--- config.mk ---
export PLATFORM = sky130hd
export DESIGN_NAME = prescaled_down_timer_registers
export DESIGN_NICKNAME = d
export VERILOG_FILES = /design/src/design/pdt_pkg.sv /design/src/design/prescaled_down_timer_registers.sv
export SDC_FILE = /design/constraint.sdc
export NUM_CORES = 1
export LEC_CHECK = 0
export BUFFER_PORTS_ARGS = -buffer_cell sky130_fd_sc_hd__buf_2
export CORE_MARGIN = 3
export CORE_UTILIZATION = 60
export CTS_BUF_LIST = sky130_fd_sc_hd__clkbuf_4
export DETAILED_ROUTE_END_ITERATION = 12
export GPL_TIMING_DRIVEN = 1
export PLACE_DENSITY_LB_ADDON = 0.25
export SETUP_SLACK_MARGIN = 0.4
export SLEW_MARGIN = 5
export SYNTH_ARGS = -nofsm -noshare
export SYNTH_HDL_FRONTEND = slang
export SYNTH_SLANG_ARGS = --single-unit
--- constraint.sdc ---
create_clock -name aclk -period 4.6 [get_ports aclk]
set_input_delay 0.23 -clock aclk [delete_from_list [all_inputs] [get_ports aclk]]
set_output_delay 0.23 -clock aclk [all_outputs]
set_load 0.05 [all_outputs]
--- src/design/pdt_pkg.sv ---
// Shared constants and types for the prescaled down-timer register block.
`default_nettype none

package pdt_pkg;

    localparam int BASE_PERIOD = 128;
    localparam int PRESC_W     = $clog2(BASE_PERIOD * 64);
    localparam int PERIOD_W    = PRESC_W + 1;

    localparam logic [15:0] RELOAD_RESET = 16'h1200;
    localparam logic [15:0] COUNT_RESET  = 16'hFFFF;
    localparam logic [15:0] MODE_READ_HI = 16'hFF00;

    typedef enum logic [1:0] {
        OP_TICK       = 2'd0,
        OP_WORD_READ  = 2'd1,
        OP_WORD_WRITE = 2'd2,
        OP_BYTE_WRITE = 2'd3
    } op_t;

    localparam logic [2:0] OFF_RELOAD    = 3'd0;
    localparam logic [2:0] OFF_RELOAD_HI = 3'd1;
    localparam logic [2:0] OFF_COUNT     = 3'd2;
    localparam logic [2:0] OFF_MODE      = 3'd4;

    localparam int M_CONT   = 1;
    localparam int M_ENBEND = 2;
    localparam int M_ONCE   = 3;
    localparam int M_START  = 4;
    localparam int M_DIV16  = 5;
    localparam int M_DIV4   = 6;
    localparam int M_END    = 7;

    typedef struct packed {
        logic [1:0]  opcode;
        logic [2:0]  offset;
        logic [15:0] write_data;
    } item_t;

    function automatic logic [PERIOD_W-1:0] period_of(input logic [7:0] m);
        logic [PERIOD_W-1:0] p;
        p = PERIOD_W'(BASE_PERIOD);
        if (m[M_DIV16]) p = p << 4;
        if (m[M_DIV4])  p = p << 2;
        return p;
    endfunction

endpackage

`default_nettype wire

--- src/design/prescaled_down_timer_registers.sv ---
// Top level: prescaled 16-bit down timer behind reload, count and mode registers.
// Each accepted input word goes from the input register to the result register.
// Throughput: one input word per cycle unless the output stalls; then both registers hold.
// The state update for each word is one pass of logic between those registers.
// Reset (aresetn low, synchronous): both registers empty, reload 0x1200,
// count 0xFFFF, mode 0, prescaler 0.
`default_nettype none

module prescaled_down_timer_registers (
    input  wire         aclk,
    input  wire         aresetn,
    input  wire         s_tvalid,
    output logic        s_tready,
    input  wire  [23:0] s_tdata,   // [2:0] offset, [18:3] write_data, [23:19] zero
    input  wire  [1:0]  s_tuser,   // [1:0] opcode
    output logic        m_tvalid,
    input  wire         m_tready,
    output logic [15:0] m_tdata,   // [15:0] read_data
    output logic        m_tuser    // [0] read_valid
);

    pdt_pkg::item_t in_reg;
    logic           in_valid_reg;
    logic           advance;

    logic [15:0] reload_reg, reload_next;
    logic [15:0] count_reg, count_next;
    logic [7:0]  mode_reg, mode_next;
    logic [pdt_pkg::PRESC_W-1:0] presc_reg, presc_next;

    logic [15:0] rdata_reg, rdata_next;
    logic        rvalid_reg, rvalid_next;
    logic        out_valid_reg;

    logic [pdt_pkg::PERIOD_W-1:0] presc_inc;
    logic [7:0]  new_mode;
    logic        mode_wr;

    assign advance  = !out_valid_reg || m_tready;
    assign s_tready = !in_valid_reg || advance;
    assign m_tvalid = out_valid_reg;
    assign m_tdata  = rdata_reg;
    assign m_tuser  = rvalid_reg;

    assign presc_inc = {1'b0, presc_reg} + pdt_pkg::PERIOD_W'(1);
    assign new_mode  = in_reg.write_data[7:0];

    always_comb begin
        reload_next = reload_reg;
        count_next  = count_reg;
        mode_next   = mode_reg;
        presc_next  = presc_reg;
        rdata_next  = 16'h0000;
        rvalid_next = 1'b0;
        mode_wr     = 1'b0;
        case (pdt_pkg::op_t'(in_reg.opcode))
            pdt_pkg::OP_TICK: begin
                if (mode_reg[pdt_pkg::M_START]) begin
                    if (presc_inc >= pdt_pkg::period_of(mode_reg)) begin
                        presc_next = '0;
                        if (count_reg > 16'd1) begin
                            count_next = count_reg - 16'd1;
                        end else begin
                            if (mode_reg[pdt_pkg::M_ENBEND]) begin
                                mode_next[pdt_pkg::M_END] = 1'b1;
                            end
                            if (mode_reg[pdt_pkg::M_ONCE] && !mode_reg[pdt_pkg::M_CONT]) begin
                                count_next = 16'h0000;
                                mode_next[pdt_pkg::M_START] = 1'b0;
                            end else if (mode_reg[pdt_pkg::M_CONT]) begin
                                count_next = 16'hFFFF;
                            end else begin
                                count_next = reload_reg - 16'd1;
                            end
                        end
                    end else begin
                        presc_next = presc_inc[pdt_pkg::PRESC_W-1:0];
                    end
                end
            end
            pdt_pkg::OP_WORD_READ: begin
                rvalid_next = 1'b1;
                case (in_reg.offset)
                    pdt_pkg::OFF_RELOAD: rdata_next = reload_reg;
                    pdt_pkg::OFF_COUNT:  rdata_next = count_reg;
                    pdt_pkg::OFF_MODE:   rdata_next = pdt_pkg::MODE_READ_HI | {8'h00, mode_reg};
                    default:             rdata_next = 16'h0000;
                endcase
            end
            pdt_pkg::OP_WORD_WRITE: begin
                case (in_reg.offset)
                    pdt_pkg::OFF_RELOAD: reload_next = in_reg.write_data;
                    pdt_pkg::OFF_MODE:   mode_wr = 1'b1;
                    default:             ;
                endcase
            end
            pdt_pkg::OP_BYTE_WRITE: begin
                case (in_reg.offset)
                    pdt_pkg::OFF_RELOAD:    reload_next = {reload_reg[15:8], new_mode};
                    pdt_pkg::OFF_RELOAD_HI: reload_next = {new_mode, reload_reg[7:0]};
                    pdt_pkg::OFF_MODE:      mode_wr = 1'b1;
                    default:                ;
                endcase
            end
            default: ;
        endcase
        if (mode_wr) begin
            if (!mode_reg[pdt_pkg::M_START] && new_mode[pdt_pkg::M_START]) begin
                count_next = reload_reg;
                presc_next = '0;
            end
            mode_next = new_mode;
        end
    end

    always_ff @(posedge aclk) begin
        if (!aresetn) begin
            in_valid_reg  <= 1'b0;
            out_valid_reg <= 1'b0;
            reload_reg    <= pdt_pkg::RELOAD_RESET;
            count_reg     <= pdt_pkg::COUNT_RESET;
            mode_reg      <= 8'h00;
            presc_reg     <= '0;
        end else begin
            if (s_tready) begin
                in_valid_reg <= s_tvalid;
            end
            if (advance) begin
                out_valid_reg <= in_valid_reg;
            end
            if (in_valid_reg && advance) begin
                reload_reg <= reload_next;
                count_reg  <= count_next;
                mode_reg   <= mode_next;
                presc_reg  <= presc_next;
            end
        end
    end

    always_ff @(posedge aclk) begin
        if (s_tready && s_tvalid) begin
            in_reg.opcode     <= s_tuser;
            in_reg.offset     <= s_tdata[2:0];
            in_reg.write_data <= s_tdata[18:3];
        end
        if (in_valid_reg && advance) begin
            rdata_reg  <= rdata_next;
            rvalid_reg <= rvalid_next;
        end
    end

    a_idle_output_ready: assert property (@(posedge aclk) disable iff (!aresetn)
        !out_valid_reg |-> s_tready)
        else $error("input stalled with empty result register");

    a_pending_word_kept: assert property (@(posedge aclk) disable iff (!aresetn)
        in_valid_reg && !advance |=> in_valid_reg && $stable(in_reg))
        else $error("stalled input word lost");

    a_nonread_zero: assert property (@(posedge aclk) disable iff (!aresetn)
        out_valid_reg && !rvalid_reg |-> rdata_reg == 16'h0000)
        else $error("non-read result carries data");

    a_stopped_prescaler: assert property (@(posedge aclk) disable iff (!aresetn)
        !mode_reg[pdt_pkg::M_START] && !mode_next[pdt_pkg::M_START] && in_valid_reg && advance
        |=> $stable(presc_reg))
        else $error("prescaler moved while stopped");

endmodule

`default_nettype wire
==> Word level (Yosys, flattened, before mapping) <==
Index checks and enable logic that the tools add are counted.
Widths: inputs -> output; s select.
{ "word_totals": {"input_bits": 30, "word_cells": 89, "register_bits": 93} }
{ "op_classes": {"reduce_logical": 23, "n_addsub": 3, "n_lt_le_gt_ge": 2, "n_eq_ne": 12, "n_mux": 35} }
{ "ops": {"columns": ["op", "count"], "rows": [
  ["$mux 16", 9],
  ["$mux 13", 5],
  ["$pmux 16 s2", 2],
  ["$pmux 16 s3", 1],
  ["$mux 14", 3],
  ["$sub 16x1->16 const B", 2],
  ["$gt 16x1->1 const B", 1],
  ["$add 13x1->14 const B", 1],
  ["$ge 14x14->1", 1],
  ["$mux 1", 13],
  ["$mux 12", 1],
  ["$reduce_and 5->1", 2],
  ["$reduce_bool 2->1", 5],
  ["$mux 8", 1],
  ["$ne 2x2->1 const B", 4],
  ["$reduce_and 6->1", 1],
  ["$eq 2x2->1 const B", 2],
  ["$logic_and 1x1->1", 4],
  ["$logic_not 1->1", 4],
  ["$ne 2x1->1 const B", 2],
  ["$reduce_and 2->1", 2],
  ["$eq 3x1->1 const B", 1],
  ["$eq 3x2->1 const B", 1],
  ["$eq 3x3->1 const B", 1],
  ["other kinds (5)", 6]
]} }

==> Depth between registers and ports, before layout <==
{ "logic_depth": {"word_depth": 10, "ltp_mapped": 16, "ltp_nobuf": 13} }

==> Worst setup path after synthesis <==
OpenSTA, ideal clock, no wires.
{ "synth_path": {"path_type": "register -> register", "from": "register presc_reg[4] (netlist name)", "to": "register count_reg[5]", "arrival_ns": 3.074, "setup_slack_ns": 1.402, "path_stages_with_launch": 17, "period_less_slack_ns": 3.198, "t_required_ns": 4.476, "cell_sequence": "dfxtp_1 buf_2 nand3_1 nor2_1 nand3_1 nor2_1 xor2_1 ha_1 nand4_1 nor3_1 a311o_1 a221o_1 buf_6 and2_1 buf_2 a221oi_1 o21ai_0"} }
{ "synth_between": {"elab_chain_len": 7} }
{ "synth_lines": {"columns": ["element", "line_no", "rtl"], "rows": [
  ["start: declaration", "prescaled_down_timer_registers.sv:29", "logic [pdt_pkg::PRESC_W-1:0] presc_reg, presc_next;"],
  ["start signal: assignment", "prescaled_down_timer_registers.sv:135", "presc_reg <= presc_next;"],
  ["$add 13x1->14 (*)", "prescaled_down_timer_registers.sv:45", "assign presc_inc = {1'b0, presc_reg} + pdt_pkg::PERIOD_W'(1);"],
  ["$ge 14x14->1 (*)", "prescaled_down_timer_registers.sv:59", "if (presc_inc >= pdt_pkg::period_of(mode_reg)) begin"],
  ["$mux 16 (*)", "prescaled_down_timer_registers.sv:59", null],
  ["$mux 16 (*)", "prescaled_down_timer_registers.sv:58", "if (mode_reg[pdt_pkg::M_START]) begin"],
  ["$mux 16 (*)", "prescaled_down_timer_registers.sv:56", "case (pdt_pkg::op_t'(in_reg.opcode))"],
  ["$mux 16", "prescaled_down_timer_registers.sv:108", "if (!mode_reg[pdt_pkg::M_START] && new_mode[pdt_pkg::M_START]) begin"],
  ["$mux 16 (*)", "prescaled_down_timer_registers.sv:107", "if (mode_wr) begin"],
  ["end signal: assignment", "prescaled_down_timer_registers.sv:121", "count_reg <= pdt_pkg::COUNT_RESET;"],
  ["end signal: assignment", "prescaled_down_timer_registers.sv:133", "count_reg <= count_next;"],
  ["end: declaration", "prescaled_down_timer_registers.sv:27", "logic [15:0] count_reg, count_next;"]
]} }
Mark *: on every way between the ends. The rest lies on a longest branch, timed or not.
A chain may end at the register's enable or synchronous reset.

==> Worst setup path after layout <==
{ "layout_path": {"from": "register presc_reg[4] (netlist name)", "to": "register count_reg[7]"} }
Same word-level chain as after synthesis.

==> results.md <==
* Initial antenna violation count at 0
* Die X at approximately 99 um
* Startpoint Class: flop
* Skew final at roughly 0.020 ns
* Area fraction of the dominant cell type after synthesis at 0.218
* Grt total ovfl at 0
* Maximum VDD drop at 220 uV
* Register-to-register setup slack at 0.80 ns
* Max_cap viols at 0
* Max reg flops at 21
* Slowest stage delay, CP at 0.54 ns
* CP Buf/Inv Count at 0
* Pre-CTS setup slack at 0.770 ns
* Average size of a mapped cell at 8.60 um^2
* Final worst-path cycle share at 0.827
* Relative slew slack at 0.194
* Worst Tran Pin Value at 1.20 ns
* Clk Latency, worst-skew pair at about 0.48 ns
* Layout cells sized above 1 at 0.124
* Power Density at 263 nW/um^2
* Yosys Warn Count at 0
* IO Count at 49
* Pin count of the biggest net entering global routing at 40
* Longest Clk Path Bufs at 2
* Starting Density at 0.627
* Routed wire per std cell at 19.2 um
* Worst hold path cell count at 4
* RSZ-0062 raised after global routing: no
* Fillcell total at 646
* Final WL at 14500 um
* Hold Path Origin: m_tready
* CTS tree: yes
* Final Setup Violations at 0
* Core area at 8340 um^2
* Global-route wire length before repair at 24000 um
* Delay-heaviest family, CP: simple AND/OR/NAND/NOR gates
* Worst min path class: in -> reg
* Antenna viol nets, final at 0
* Detailed-route via count at 4970
* Register area share after synthesis at 0.429
* CTS H-tree depth at 3
* Fmax achieved at 263 MHz
* Syn Nets at 646
* Die outline area at 9870 um^2
* Sw power at ~450 uW
* Hold path endpoint: m_tvalid
* Logic pwr share at 0.098
* Seq pwr share at 0.599
* Pins Over Slew Limit at 0
* Post-synth top area cell: edfxtp_1
* TNS Setup at 0 ns
* Reg2reg path depth at 13
* Post-layout minimum cycle time at 3.80 ns
* Final GP Congestion at 0.994
* Predominant post-synthesis flop cell: dfxtp_1
* Setup ws final at roughly 0.8 ns
* CP Data Required Time at 4.98 ns
* Drt first pass iters at 5
* Post-Syn Instances at 608
* Row count at 33
* Drc violations at 0
* Post-synth EDFFs at 38
* Crit end category: flop
* Switch share at 0.298
* Worst-path clk slew at 0.16 ns
* P_int at 1070 uW
* Setup CP Type: reg -> reg
* Asr flop ratio synth at 0
* Worst r2r dst: count_reg[7]
* Crit Path Max Fanout at 14
* Slowest-stage cell, CP: dfxtp_1
* Status: finished clean
* Most frequent cells in the layout: nor2_1 (80), a21oi_1 (57), dfxtp_1 (55)
* Cell area after synthesis at between 5000 and 6000 um^2
* Flops & latches, synth at 93
* DRT iter0 DRCs at ~470
* Worst reg2reg path startpoint: presc_reg[4]
* GRT Overall Usage at 0.302
* Clk root buf: clkbuf_4
* Die height at 99.3 um
* Nets at 684
* Worst path cell trace: nand3_1, nor2_1, nand3_1, nor2_1, xor2_1, ha_1, nand4_1, nor3_1, a311o_1, a221o_1, nand2_1, o22ai_1, a221o_1
* Ranking of synthesized cells by area: edfxtp_1 (22%), dfxtp_1 (21%), nor2_1 (5.7%), a21oi_1 (5.5%), o21ai_0 (3.8%)
* Final hold vios at 0
* Area grow syn2layout at 10.3%
* DP Wirelength at 9490 um
* Vias per inst at 6.57
* Data arrival, critical path at 4.18 ns
* Vias in the first global route at 4820
* Leakage at 0.00197 uW
* PortBufs at 43
* CTS sink count at 93
* Most common cell after layout, fill and taps aside: nor2_1
* Cts bufs inserted at 9
* Diodes inserted at 0
* Netlist cell types at 62
* Clock network power share at 0.303
==> how the worst max path moves through the flow <==
stage,start,depth (start not counted),end
6_report,presc_reg[4],13,count_reg[7]
5_1_grt,presc_reg[4],13,count_reg[14]
4_1_cts,presc_reg[4],14,presc_reg[2]
3_5_place_dp,presc_reg[4],14,presc_reg[2]
3_3_place_gp,presc_reg[4],14,presc_reg[12]
2_1_floorplan,presc_reg[4],16,count_reg[5]
==> cell type report <==
class | count | area, um^2 | share of cell area
flip-flops and latches | 93 | 2240 | 0.389
multi-input cells | 458 | 2720 | 0.471
inverters | 12 | 45.0 | 0.00782
clock buffers | 9 | 67.6 | 0.0117
well taps | 105 | 131 | 0.0228
repair buffers | 72 | 488 | 0.0847
clock inverters | 7 | 73.8 | 0.0128
==> kinds of logic (layout without fill, tap and decap cells) <==
family                     after synthesis  count (layout)  share of synthesized area
AOI/OAI and AO/OA                      170             170                      0.203
xor gates and xnor gates                27              27                     0.0452
adders and majority gates                8               8                     0.0192
buffers and inverters                   57             100                     0.0565
DFF                                     93              93                      0.429
muxes                                    9               9                     0.0172
and+or+nand+nor                        244             244                      0.229
==> metrics by stage <==
stage / instances / power (uW) / hold WS, ns / util / area (um^2)
6_report: 756 / 1520 / 0.0785 / 0.691 / 5760
5_1_grt: 756 / 1570 / 0.139 / 0.691 / 5760
4_1_cts: 756 / 1510 / 0.0481 / 0.689 / 5740
3_5_place_dp: 718 / 1060 / 0.408 / 0.645 / 5380
3_3_place_gp: 718 / 1050 / 0.406 / 0.645 / 5380
2_1_floorplan: 608 / 1010 / 0.329 / - / 5230
==> what timing repair did <==
item | CTS | global route
resized for setup | 0 | 1
endpoints found under the setup margin | 0 | 5
setup buffers | 0 | 0
hold endpoints to repair | 22 | 0
hold buffers | 22 | 0
==> cell usage after synthesis (3+ instances only) <==
| cell | count |
|---|---|
| nand4_1 | 6 |
| clkbuf_8 | 6 |
| ha_1 | 8 |
| nand2_1 | 45 |
| o211ai_1 | 3 |
| a22oi_1 | 13 |
| o21ai_0 | 40 |
| and2_1 | 3 |
| buf_1 | 4 |
| or3_1 | 15 |
| xnor2_1 | 16 |
| clkbuf_1 | 28 |
| buf_2 | 5 |
| nor2b_1 | 4 |
| inv_1 | 12 |
| nand2b_1 | 7 |
| a31oi_1 | 5 |
| edfxtp_1 | 38 |
| xor2_1 | 11 |
| o31ai_1 | 8 |
| a21oi_1 | 57 |
| a211oi_1 | 15 |
| nor3_1 | 18 |
| nor2_1 | 80 |
| nor3b_1 | 4 |
| nand3_1 | 30 |
| nor4_1 | 8 |
| or4_1 | 6 |
| nand3b_1 | 3 |
| dfxtp_1 | 55 |
| a32oi_1 | 7 |
| mux2i_1 | 9 |
==> power groups by stage <==
stage	logic (uW)	clock network (uW)	registers [uW]
floorplan	78.2	0	937
global placement	126	0	925
detailed placement	129	0	926
CTS	144	462	908
global route	160	495	913
finish	149	460	910
==> tightest hold or removal path: stages <==
cell	delay, ns
buf_2	0.08
nor2b_1	0.06
nor2_1	0.10
nor2_1	0.05
==> per-layer routing <==
layer | up-vias | GRT usage | wire length [um]
li1 | 2306 | - | -
met1 | 2306 | 0.402 | 5840
met2 | 301 | 0.483 | 6840
met3 | 57 | 0.0519 | 1280
met4 | 0 | 0.134 | 526
met5 | - | 0 | 0
(Power assumes the default switching activity.)
